===== config.mk =====
export PLATFORM = sky130hd
export DESIGN_NAME = emg_to_motor_command_core
export DESIGN_NICKNAME = d
export VERILOG_FILES = /design/src/hw/rtl/emc_pkg.sv /design/src/hw/rtl/emc_muldiv.sv /design/src/hw/rtl/emg_to_motor_command_core.sv
export SDC_FILE = /design/constraint.sdc
export NUM_CORES = 1
export LEC_CHECK = 0
export ABC_AREA = 1
export ABC_CLOCK_PERIOD_IN_PS = 9000
export BUFFER_PORTS_ARGS = -buffer_cell sky130_fd_sc_hd__buf_2
export CORE_MARGIN = 2
export CORE_UTILIZATION = 40
export DETAILED_ROUTE_END_ITERATION = 7
export PLACE_DENSITY = 0.66
export SLEW_MARGIN = 20
export SYNTH_ARGS = -nofsm -noshare
export SYNTH_HDL_FRONTEND = slang
export SYNTH_HIERARCHICAL = 1
export SYNTH_SLANG_ARGS = --single-unit

===== constraint.sdc =====
create_clock -name clk_i -period 9 [get_ports clk_i]
set_input_delay 1.8 -clock clk_i [delete_from_list [all_inputs] [get_ports clk_i]]
set_output_delay 1.8 -clock clk_i [all_outputs]
set_load 0.05 [all_outputs]

===== src/hw/rtl/emc_pkg.sv =====
// ----------------------------------------------------------------------------
// emc_pkg
// Shared widths, register map, reset values and unit request and response
// types for the EMG to motor command shaper.
// ----------------------------------------------------------------------------
package emc_pkg;

  // Field widths
  localparam int unsigned LVL_W  = 10;   // EMG level and thresholds
  localparam int unsigned CMD_W  = 16;   // motor command and step sizes
  localparam int unsigned PROD_W = 2 * CMD_W;

  // Stream payload packing
  localparam int unsigned S_TDATA_W = 24;  // close, open, stop, zero pad
  localparam int unsigned M_TDATA_W = 24;  // command, direction, zero pad

  // Configuration port
  localparam int unsigned APB_AW  = 5;
  localparam int unsigned APB_DW  = 32;
  localparam int unsigned REG_IDX_W = 3;

  localparam logic [REG_IDX_W-1:0] REG_CLOSE_MIN   = 3'd0;
  localparam logic [REG_IDX_W-1:0] REG_CLOSE_MAX   = 3'd1;
  localparam logic [REG_IDX_W-1:0] REG_OPEN_MIN    = 3'd2;
  localparam logic [REG_IDX_W-1:0] REG_OPEN_MAX    = 3'd3;
  localparam logic [REG_IDX_W-1:0] REG_MAX_COMMAND = 3'd4;
  localparam logic [REG_IDX_W-1:0] REG_ACCEL_STEP  = 3'd5;
  localparam logic [REG_IDX_W-1:0] REG_DECEL_STEP  = 3'd6;

  // Register reset values
  localparam logic [LVL_W-1:0] RST_CLOSE_MIN   = 10'd100;
  localparam logic [LVL_W-1:0] RST_CLOSE_MAX   = 10'd800;
  localparam logic [LVL_W-1:0] RST_OPEN_MIN    = 10'd100;
  localparam logic [LVL_W-1:0] RST_OPEN_MAX    = 10'd800;
  localparam logic [CMD_W-1:0] RST_MAX_COMMAND = 16'd255;
  localparam logic [CMD_W-1:0] RST_ACCEL_STEP  = 16'd10;
  localparam logic [CMD_W-1:0] RST_DECEL_STEP  = 16'd0;

  // Direction codes
  localparam logic DIR_OPEN  = 1'b0;
  localparam logic DIR_CLOSE = 1'b1;

  // Request to the serial multiply-divide unit: q = floor(a*b/d)
  typedef struct packed {
    logic             start;
    logic [CMD_W-1:0] a;
    logic [CMD_W-1:0] b;
    logic [CMD_W-1:0] d;
  } md_req_t;

  // Response from the serial multiply-divide unit
  typedef struct packed {
    logic             done;
    logic [CMD_W-1:0] q;
  } md_rsp_t;

endpackage


===== src/hw/rtl/emc_muldiv.sv =====
// ----------------------------------------------------------------------------
// emc_muldiv
// Bit-serial unit computing floor(a*b/d): a shift-add multiply, one
// multiplier bit per cycle, then a restoring divide, one quotient bit per
// cycle, both working in one shared product/quotient shift register.
// ----------------------------------------------------------------------------
module emc_muldiv (
  input  logic             clk_i,
  input  logic             rst_ni,
  input  emc_pkg::md_req_t req_i,
  output emc_pkg::md_rsp_t rsp_o
);

  localparam int unsigned CW        = emc_pkg::CMD_W;
  localparam int unsigned PW        = emc_pkg::PROD_W;
  localparam int unsigned MUL_STEPS = CW;
  localparam int unsigned TOT_STEPS = CW + PW;
  localparam int unsigned CNT_W     = $clog2(TOT_STEPS);

  localparam logic [CNT_W-1:0] MUL_END  = CNT_W'(MUL_STEPS);
  localparam logic [CNT_W-1:0] LAST_CNT = CNT_W'(TOT_STEPS - 1);

  logic [PW-1:0]    prod_q, prod_d;
  logic [CW-1:0]    rem_q, rem_d;
  logic [CW-1:0]    a_q, a_d;
  logic [CW-1:0]    d_q, d_d;
  logic [CNT_W-1:0] cnt_q, cnt_d;
  logic             busy_q, busy_d;
  logic             done_q, done_d;

  // Step the multiply, then the divide
  always_comb begin
    logic [CW:0] sum;
    logic [CW:0] shifted;
    logic [CW:0] diff;
    logic        qbit;
    prod_d  = prod_q;
    rem_d   = rem_q;
    a_d     = a_q;
    d_d     = d_q;
    cnt_d   = cnt_q;
    busy_d  = busy_q;
    done_d  = 1'b0;
    sum     = '0;
    shifted = '0;
    diff    = '0;
    qbit    = 1'b0;
    if (req_i.start) begin
      prod_d = {{CW{1'b0}}, req_i.b};
      rem_d  = '0;
      a_d    = req_i.a;
      d_d    = req_i.d;
      cnt_d  = '0;
      busy_d = 1'b1;
    end else if (busy_q) begin
      if (cnt_q < MUL_END) begin
        // add the multiplicand into the upper half, shift right
        sum    = {1'b0, prod_q[PW-1:CW]} + (prod_q[0] ? {1'b0, a_q} : '0);
        prod_d = {sum, prod_q[CW-1:1]};
      end else begin
        // bring in the next dividend bit, subtract where it fits
        shifted = {rem_q, prod_q[PW-1]};
        diff    = shifted - {1'b0, d_q};
        if (shifted >= {1'b0, d_q}) begin
          rem_d = diff[CW-1:0];
          qbit  = 1'b1;
        end else begin
          rem_d = shifted[CW-1:0];
        end
        prod_d = {prod_q[PW-2:0], qbit};
      end
      cnt_d = cnt_q + 1'b1;
      if (cnt_q == LAST_CNT) begin
        busy_d = 1'b0;
        done_d = 1'b1;
      end
    end
  end

  // Control state
  always_ff @(posedge clk_i or negedge rst_ni) begin
    if (!rst_ni) begin
      busy_q <= 1'b0;
      done_q <= 1'b0;
      cnt_q  <= '0;
    end else begin
      busy_q <= busy_d;
      done_q <= done_d;
      cnt_q  <= cnt_d;
    end
  end

  // Datapath shift registers
  always_ff @(posedge clk_i) begin
    prod_q <= prod_d;
    rem_q  <= rem_d;
    a_q    <= a_d;
    d_q    <= d_d;
  end

  assign rsp_o.done = done_q;
  assign rsp_o.q    = prod_q[CW-1:0];

endmodule


===== src/hw/rtl/emg_to_motor_command_core.sv =====
// ----------------------------------------------------------------------------
// emg_to_motor_command_core
// Turns averaged open/close EMG levels into a shaped, slew-limited motor
// command and direction.
// ----------------------------------------------------------------------------
// Usage:
//   Input transactions on s_axis carry one close level, one open level and a
//   stop flag. Each yields exactly one output transaction on m_axis with the
//   motor command and direction. The user sets registers over the APB port
//   while the block is idle, unenforced by the block; pready is always high.
//   One item is worked on at a time. An active item runs two passes of the
//   bit-serial multiply-divide unit (remap, then squaring), each made of a
//   start state, the unit's shift steps and a wait state that collects the
//   quotient; the slew state then loads the result into the output register,
//   which raises m_axis_tvalid. A zero full scale skips the squaring pass; an
//   item whose stronger level lies below its threshold, or with an empty remap
//   range, skips the unit and goes straight to the slew state.
//   The output register lets the next item be accepted and worked on while a
//   result still waits; if the receiver stalls, the finished next result is
//   held until the output register frees, and s_axis_tready stays low.
//   Reset clears the last command to zero, the direction to close and loads
//   the register defaults.
// ----------------------------------------------------------------------------
module emg_to_motor_command_core (
  input  logic                             clk_i,
  input  logic                             rst_ni,
  // close level [9:0], open level [19:10], force_stop [20], zero [23:21]
  input  logic [emc_pkg::S_TDATA_W-1:0]    s_axis_tdata,
  input  logic                             s_axis_tvalid,
  output logic                             s_axis_tready,
  // motor_command [15:0], motor_direction [16], zero [23:17]
  output logic [emc_pkg::M_TDATA_W-1:0]    m_axis_tdata,
  output logic                             m_axis_tvalid,
  input  logic                             m_axis_tready,
  input  logic                             psel,
  input  logic                             penable,
  input  logic                             pwrite,
  input  logic [emc_pkg::APB_AW-1:0]       paddr,
  input  logic [emc_pkg::APB_DW-1:0]       pwdata,
  output logic [emc_pkg::APB_DW-1:0]       prdata,
  output logic                             pready
);

  localparam int unsigned LW = emc_pkg::LVL_W;
  localparam int unsigned CW = emc_pkg::CMD_W;

  localparam logic [2:0] ST_IDLE   = 3'd0;
  localparam logic [2:0] ST_REMAP  = 3'd1;
  localparam logic [2:0] ST_RWAIT  = 3'd2;
  localparam logic [2:0] ST_SQUARE = 3'd3;
  localparam logic [2:0] ST_SWAIT  = 3'd4;
  localparam logic [2:0] ST_SLEW   = 3'd5;

  // Configuration registers
  logic [LW-1:0] close_min_q, close_max_q, open_min_q, open_max_q;
  logic [CW-1:0] max_cmd_q, accel_q, decel_q;

  logic [emc_pkg::REG_IDX_W-1:0] reg_idx;
  logic                          reg_wr;

  assign reg_idx = paddr[emc_pkg::APB_AW-1:2];
  assign reg_wr  = psel && penable && pwrite;
  assign pready  = 1'b1;

  // Write the addressed register; ignore addresses beyond the map
  always_ff @(posedge clk_i or negedge rst_ni) begin
    if (!rst_ni) begin
      close_min_q <= emc_pkg::RST_CLOSE_MIN;
      close_max_q <= emc_pkg::RST_CLOSE_MAX;
      open_min_q  <= emc_pkg::RST_OPEN_MIN;
      open_max_q  <= emc_pkg::RST_OPEN_MAX;
      max_cmd_q   <= emc_pkg::RST_MAX_COMMAND;
      accel_q     <= emc_pkg::RST_ACCEL_STEP;
      decel_q     <= emc_pkg::RST_DECEL_STEP;
    end else if (reg_wr) begin
      case (reg_idx)
        emc_pkg::REG_CLOSE_MIN:   close_min_q <= pwdata[LW-1:0];
        emc_pkg::REG_CLOSE_MAX:   close_max_q <= pwdata[LW-1:0];
        emc_pkg::REG_OPEN_MIN:    open_min_q  <= pwdata[LW-1:0];
        emc_pkg::REG_OPEN_MAX:    open_max_q  <= pwdata[LW-1:0];
        emc_pkg::REG_MAX_COMMAND: max_cmd_q   <= pwdata[CW-1:0];
        emc_pkg::REG_ACCEL_STEP:  accel_q     <= pwdata[CW-1:0];
        emc_pkg::REG_DECEL_STEP:  decel_q     <= pwdata[CW-1:0];
        default: ;
      endcase
    end
  end

  // Read back
  always_comb begin
    case (reg_idx)
      emc_pkg::REG_CLOSE_MIN:   prdata = emc_pkg::APB_DW'(close_min_q);
      emc_pkg::REG_CLOSE_MAX:   prdata = emc_pkg::APB_DW'(close_max_q);
      emc_pkg::REG_OPEN_MIN:    prdata = emc_pkg::APB_DW'(open_min_q);
      emc_pkg::REG_OPEN_MAX:    prdata = emc_pkg::APB_DW'(open_max_q);
      emc_pkg::REG_MAX_COMMAND: prdata = emc_pkg::APB_DW'(max_cmd_q);
      emc_pkg::REG_ACCEL_STEP:  prdata = emc_pkg::APB_DW'(accel_q);
      emc_pkg::REG_DECEL_STEP:  prdata = emc_pkg::APB_DW'(decel_q);
      default:                  prdata = '0;
    endcase
  end

  // Unpack the input transaction and pick the stronger channel
  logic [LW-1:0] in_close, in_open;
  logic          force_stop;
  logic          quiet, sel_close, remap_zero;
  logic [LW-1:0] lvl, lvl_lo, lvl_hi, lvl_clamped;

  assign in_close   = s_axis_tdata[LW-1:0];
  assign in_open    = s_axis_tdata[2*LW-1:LW];
  assign force_stop = s_axis_tdata[2*LW];

  assign quiet       = (in_close < close_min_q) && (in_open < open_min_q);
  assign sel_close   = in_close > in_open;
  assign lvl         = sel_close ? in_close    : in_open;
  assign lvl_lo      = sel_close ? close_min_q : open_min_q;
  assign lvl_hi      = sel_close ? close_max_q : open_max_q;
  assign remap_zero  = (lvl < lvl_lo) || (lvl_hi <= lvl_lo);
  assign lvl_clamped = (lvl > lvl_hi) ? lvl_hi : lvl;

  // Item state
  logic [2:0]    state_q, state_d;
  logic [LW-1:0] span_q, span_d, ofs_q, ofs_d;
  logic [CW-1:0] cmd_q, cmd_d;
  logic          stop_q, stop_d, dir_q, dir_d;
  logic [CW-1:0] last_cmd_q, last_cmd_d;
  logic          last_dir_q, last_dir_d;
  logic [CW-1:0] out_cmd_q, out_cmd_d;
  logic          out_dir_q, out_dir_d;
  logic          m_valid_q, m_valid_d;

  emc_pkg::md_req_t md_req;
  emc_pkg::md_rsp_t md_rsp;

  emc_muldiv u_muldiv (
    .clk_i  (clk_i),
    .rst_ni (rst_ni),
    .req_i  (md_req),
    .rsp_o  (md_rsp)
  );

  assign s_axis_tready = (state_q == ST_IDLE);

  // Slew window against the previous output
  logic [CW:0]   up_sum;
  logic [CW-1:0] win_hi, win_lo_raw, win_lo, slewed, result;

  assign up_sum     = {1'b0, last_cmd_q} + {1'b0, accel_q};
  assign win_hi     = (up_sum > {1'b0, max_cmd_q}) ? max_cmd_q : up_sum[CW-1:0];
  assign win_lo_raw = (last_cmd_q > decel_q) ? (last_cmd_q - decel_q) : '0;
  assign win_lo     = (win_lo_raw > win_hi) ? win_hi : win_lo_raw;
  assign slewed     = (cmd_q < win_lo) ? win_lo : ((cmd_q > win_hi) ? win_hi : cmd_q);
  assign result     = stop_q ? '0 : slewed;

  // Sequence one item through remap, squaring and slew limit
  always_comb begin
    state_d    = state_q;
    span_d     = span_q;
    ofs_d      = ofs_q;
    cmd_d      = cmd_q;
    stop_d     = stop_q;
    dir_d      = dir_q;
    last_cmd_d = last_cmd_q;
    last_dir_d = last_dir_q;
    out_cmd_d  = out_cmd_q;
    out_dir_d  = out_dir_q;
    m_valid_d  = m_valid_q;
    md_req     = '0;

    // drop the output once taken
    if (m_valid_q && m_axis_tready) begin
      m_valid_d = 1'b0;
    end

    case (state_q)
      ST_IDLE: begin
        if (s_axis_tvalid) begin
          stop_d = force_stop;
          dir_d  = quiet ? last_dir_q
                         : (sel_close ? emc_pkg::DIR_CLOSE : emc_pkg::DIR_OPEN);
          ofs_d  = lvl_clamped - lvl_lo;
          span_d = lvl_hi - lvl_lo;
          cmd_d  = '0;
          state_d = (quiet || remap_zero) ? ST_SLEW : ST_REMAP;
        end
      end
      ST_REMAP: begin
        md_req.start = 1'b1;
        md_req.a     = CW'(ofs_q);
        md_req.b     = max_cmd_q;
        md_req.d     = CW'(span_q);
        state_d      = ST_RWAIT;
      end
      ST_RWAIT: begin
        if (md_rsp.done) begin
          if (max_cmd_q == '0) begin
            cmd_d   = '0;
            state_d = ST_SLEW;
          end else begin
            cmd_d   = md_rsp.q;
            state_d = ST_SQUARE;
          end
        end
      end
      ST_SQUARE: begin
        md_req.start = 1'b1;
        md_req.a     = cmd_q;
        md_req.b     = cmd_q;
        md_req.d     = max_cmd_q;
        state_d      = ST_SWAIT;
      end
      ST_SWAIT: begin
        if (md_rsp.done) begin
          cmd_d   = md_rsp.q;
          state_d = ST_SLEW;
        end
      end
      ST_SLEW: begin
        // hold the result until the output register is free
        if (!m_valid_q || m_axis_tready) begin
          out_cmd_d  = result;
          out_dir_d  = dir_q;
          m_valid_d  = 1'b1;
          last_cmd_d = result;
          last_dir_d = dir_q;
          state_d    = ST_IDLE;
        end
      end
      default: state_d = ST_IDLE;
    endcase
  end

  // Control state and history
  always_ff @(posedge clk_i or negedge rst_ni) begin
    if (!rst_ni) begin
      state_q    <= ST_IDLE;
      m_valid_q  <= 1'b0;
      last_cmd_q <= '0;
      last_dir_q <= emc_pkg::DIR_CLOSE;
    end else begin
      state_q    <= state_d;
      m_valid_q  <= m_valid_d;
      last_cmd_q <= last_cmd_d;
      last_dir_q <= last_dir_d;
    end
  end

  // Payload registers
  always_ff @(posedge clk_i) begin
    span_q    <= span_d;
    ofs_q     <= ofs_d;
    cmd_q     <= cmd_d;
    stop_q    <= stop_d;
    dir_q     <= dir_d;
    out_cmd_q <= out_cmd_d;
    out_dir_q <= out_dir_d;
  end

  assign m_axis_tvalid = m_valid_q;
  assign m_axis_tdata  = {{(emc_pkg::M_TDATA_W - CW - 1){1'b0}}, out_dir_q, out_cmd_q};

endmodule


# Word-level counts from Yosys, hierarchy flattened
# Index checks and enable logic that the tools add are counted.
# totals
ff_bits	252
out_inout_bits	59
wordCells	131
# op_classes
n_addsub	7
n_lt_le_gt_ge	13
n_eq_ne	16
muxes	43
bitwise_logic	1
n_reduce_logical	25
# op_table
operator	count
2-to-1 mux 16 bit	14
one-hot mux 16 bit (7 select lines)	1
one-hot mux 49 bit (2 select lines)	1
> comparator 16 bit	3
one-hot mux 16 bit (3 select lines)	1
2-to-1 mux 10 bit	4
adder 16 x 16 -> 17 bit	2
2-to-1 mux 32 bit	1
subtractor 16 bit	2
< comparator 10 bit	3
> comparator 10 bit	2
AND reduction 2 bit	10
subtractor 10 bit	2
2-to-1 mux 3 bit	6
one-hot mux 3 bit (6 select lines)	1
>= comparator 17 x 16 -> 1 bit	1
> comparator 17 x 16 -> 1 bit	1
zero test 16 bit	1
< comparator 16 bit	1
equality test 3 bit, second input constant	5
equality test 3 x 2 -> 1 bit, second input constant	4
2-to-1 mux 1 bit	12
2-to-1 mux 6 bit	2
less-or-equal comparator 10 bit	1
14 further kinds	24

# Longest topological paths before layout
# logic_depth
word_depth	8
mapped_depth	59

# Hierarchy
# Netlist, hierarchy kept.
# by_module_without_submodules
mod	instances	cells_each	area_per_inst_um2	seq_area_each_um2
emg_to_motor_command_core	1	1788	13325.3	4408.0
emc_muldiv	1	747	5621.6	2282.2

# Least setup slack after synthesis
# Ideal clock, no wire load.
# synth_path
path_type	register to register
start	reg last_cmd_q[2]
end	reg out_cmd_q[10], data pin
t_arrival_ns	6.862
t_required_ns	8.734
slack_ns	1.872
path_stages_with_launch	52
path_buffers	5
cell_sequence	dfrtp_1 > ha_1 > nand3_1 > nand2_1 > a21oi_1 > o21ai_0 > nand2_1 > nand2_1 > a21oi_1 > inv_1 > a21oi_1 > o21ai_0 > nand2_1 > a21oi_1 > nor2_1 > xor2_1 > inv_1 > ha_1 > [16 not listed] > nor2_1 > a211oi_1 > o221a_2 > nand2_2 > nand2_2 > clkinv_1 > buf_2 > o21ai_0 > ha_1 > a21oi_1 > nor2_1 > a211oi_1 > o221a_2 > buf_2 > clkbuf_1 > nand3_1 > nand2_1 > nor2_1
# synth_via
elab_chain_len	8
word_cells_on_any_way	13
cone_classes	2 x add/sub; 5 x order compare; 6 x mux
# synth_rtl
element	line	rtl
start, declared	emg_to_motor_command_core.sv:126	logic [CW-1:0] last_cmd_q, last_cmd_d;
start signal, assigned	emg_to_motor_command_core.sv:243	last_cmd_q <= last_cmd_d;
adder 16 x 16 -> 17 bit	emg_to_motor_command_core.sv:148	assign up_sum = {1'b0, last_cmd_q} + {1'b0, accel_q};
> comparator 17 x 16 -> 1 bit	emg_to_motor_command_core.sv:149	assign win_hi = (up_sum > {1'b0, max_cmd_q}) ? max_cmd_q : up_sum[CW-1:0];
2-to-1 mux 16 bit	emg_to_motor_command_core.sv:149	
> comparator 16 bit	emg_to_motor_command_core.sv:151	assign win_lo = (win_lo_raw > win_hi) ? win_hi : win_lo_raw;
2-to-1 mux 16 bit	emg_to_motor_command_core.sv:151	
< comparator 16 bit	emg_to_motor_command_core.sv:152	assign slewed = (cmd_q < win_lo) ? win_lo : ((cmd_q > win_hi) ? win_hi : cmd_q);
2-to-1 mux 16 bit (*)	emg_to_motor_command_core.sv:152	
2-to-1 mux 16 bit (*)	emg_to_motor_command_core.sv:153	assign result = stop_q ? '0 : slewed;
net result[10]	emg_to_motor_command_core.sv:146	logic [CW-1:0] win_hi, win_lo_raw, win_lo, slewed, result;
end signal, assigned	emg_to_motor_command_core.sv:255	out_cmd_q <= out_cmd_d;
end, declared	emg_to_motor_command_core.sv:128	logic [CW-1:0] out_cmd_q, out_cmd_d;
# The timed path passes the listed nets; every way through them passes the cells marked *.
# A chain may end at the register's enable or synchronous reset.

# Final worst setup path
# layout_path
start	reg last_cmd_q[2]
end	reg out_cmd_q[4], data pin
# The elaborated chain is that of the path after synthesis.

==> flow_summary.ini <==
[clocking]
cts-hold-fix-buffers = 0
cts_root_buffer = clkbuf_16
clk_latency_ns = 0.59
cts_tree = yes
cts_max_level = 1
path_clk_slew_ns = 0.06
cts.path.max_buffers = 3
cts.sinks = 252
cts_buffers = 29

[placed_design]
dp_hpwl_mm = 40.8
pre_cts_slack_ns = 0.503
gp_congestion = 0.971
io_buffer_count = 81
dp.cells = 3152

[critical_path]
worstReg2RegEnd = out_cmd_q[4]
path_max_fanout = 31
slowest_delay_ns = 0.42
reg2reg_slack_ns = 0.88
rr_startpoint = last_cmd_q[2]
worstPathArrival_ns = 8.55
end_kind = flip-flop
path_class = reg2reg
worstPathRequired_ns = 9.43
start_kind = flip-flop
critical-path-top-delay-family = simple AND/OR/NAND/NOR gates
critPathBufInv = 4
worst_path_most_repeated_cell = nand2_1
critPathLaunch = last_cmd_q[2]
crit_slowest_cell = dfrtp_1
reg2reg_depth = 45

[sta]
worst_slew_pin_slew_ns = 0.955
setup_viol = 0
setup_slack_ns = 0.881
finalCritPeriodShare = 0.902
max_freq_mhz = 123
finalCriticalPeriod_ns = 8.12
slew_headroom = 0.362
skew_ns = 0.0192
rsz0062_at_grt = no
tns_ns = 0
hold_violations = 0
slew_viol_final = 0

[global_route]
grt_util_all_layers = 0.210
antenna_found_initial = 0
grt_max_degree = 65
grt_pass1_wl_mm = 83.9
overflow = 0
grt_pass1_vias = 16200

[final_layout]
regArea_um2 = 6690
antenna_cells = 0
finalNetCount = 2842
nFillCells = 4681
synthToLayoutAreaGrowth_pct = 9.61
finalCoreUtilization = 0.445
final_layout_size_suffix_gt1_frac = 0.0947
fin_cells = 3206
multi_input_area_um2 = 10400

[floorplanning]
rows = 79
die-area_um2 = 49100
ios = 127
die_w_um = 222
die_h_um = 222
initial_core_util = 0.406
core_um2 = 46700

[detailed_routing]
drtAntennaViolNets = 0
vias_per_cell = 5.27
drtPass1Iterations = 7
num_vias = 16900
drtIter0Drc = 1116
routed_wirelength_mm = 52.7
wire_per_inst_um = 16.4
post-route-drc-count = 0

[outcome]
status = finished clean

[hold_path]
whs_endpoint = last_dir_q
hold_path.class = reg2reg
whs_path_depth = 2
min_from = last_dir_q

[logic_synthesis]
synthFlopType = edfxtp_1
ys_ff_latch = 252
yosysWarnings = 6
syn_inst = 2535
synth_cell_types = 58
synth_edf_count = 103
avgSynthCellArea_um2 = 7.47
synthArstFlopShare = 0.464
synth_sequential_area_ratio = 0.353
synth.cell_area_um2 = 18900

[job]
drv_cap = 0
metrics by stage:
stage | hold WS (ns) | instance area [µm²]
floorplan | 0.427 | 19000
global placement | 0.455 | 19800
detailed placement | 0.459 | 19800
CTS | 0.474 | 20700
global route | 0.494 | 20800
finish | 0.471 | 20800
cell type report:
class                           count  share of cell area
Tap cell                          607              0.0366
Multi-Input combinational cell   1836               0.502
Inverter                          353              0.0641
Timing Repair Buffer              104              0.0280
Sequential cell                   252               0.322
Clock inverter                     16             0.00940
Clock buffer                       38              0.0376
worst max path at each step:
stage                          to  cells past startpoint
finish               out_cmd_q[4]                     45
global route         out_cmd_q[4]                     45
CTS                  out_cmd_q[4]                     45
detailed placement   out_cmd_q[4]                     45
global placement     out_cmd_q[0]                     45
floorplan           out_cmd_q[10]                     51
tightest hold or removal path, stage by stage, from the launching register on:
cell,delay (ns)
dfstp_2,0.37
nand2_1,0.05
nand2_1,0.05
per-layer routing:
layer,routed length (µm),GRT usage
met1,23600,0.273
met2,24500,0.358
met3,2340,0.0205
met4,2140,0.0863
met5,0,0
cells in the mapped netlist, drive strengths merged, types with 7 or more instances:
library cell | n | area, µm²
nand2 | 653 | 2570
inv | 349 | 1310
o21ai | 253 | 1270
nor2 | 207 | 818
ha | 192 | 2400
a21oi | 165 | 852
edfxtp | 103 | 3090
dfrtp | 94 | 2350
nand3 | 88 | 455
buf | 61 | 423
clkbuf | 55 | 210
xor2 | 39 | 342
nand4 | 37 | 231
dfxtp | 32 | 641
o22ai | 31 | 194
nor3 | 28 | 150
dfstp | 23 | 604
o2111ai | 13 | 114
a31oi | 12 | 75.1
a211oi | 10 | 75.1
xnor2 | 10 | 87.6
a21o | 9 | 67.6
o221ai | 9 | 78.8
o211ai | 7 | 52.6
o21bai | 7 | 52.6
registers in the layout (all words and copies together) (netlist names), 3 cells and up:
signal,flops
accel_q,16
u_muldiv/cnt_q,6
span_q,10
u_muldiv/a_q,16
close_max_q,10
close_min_q,10
ofs_q,10
state_q,3
last_cmd_q,16
decel_q,16
u_muldiv/rem_q,16
u_muldiv/d_q,16
cmd_q,16
open_min_q,10
open_max_q,10
out_cmd_q,16
max_cmd_q,16
u_muldiv/prod_q,32
logic make-up (layout without fill, tap and decap cells):
kind of cell,Yosys count,after routing,share of synthesized area
buffers and inverters,469,511,0.103
AND/OR/NAND/NOR,1027,1027,0.228
flip-flops,252,252,0.353
other,2,24,0.000396
adder cells (fa/ha/maj),198,198,0.133
XOR/XNOR,49,49,0.0227
AO/OA/AOI/OAI,538,538,0.159
cell usage in the layout, fill, tap and decap left out, types with 37 or more instances in the layout:
cell type,instances
a21oi_1,160
buf_2,80
dfrtp_1,94
edfxtp_1,103
ha_1,192
inv_1,341
nand2_1,617
nand3_1,85
nand4_1,37
nor2_1,191
o21ai_0,251
xor2_1,39
repair_timing:
| action | in CTS | in global routing |
|---|---|---|
| gates resized for setup | 0 | 3 |
| setup endpoints to repair | 0 | 32 |
| hold endpoints to repair | 0 | 0 |
| buffers inserted | 0 | 0 |
Power is left out: the tool's default activity adds up to more than one toggle a clock period on the data nets, which glitch-free logic cannot reach.
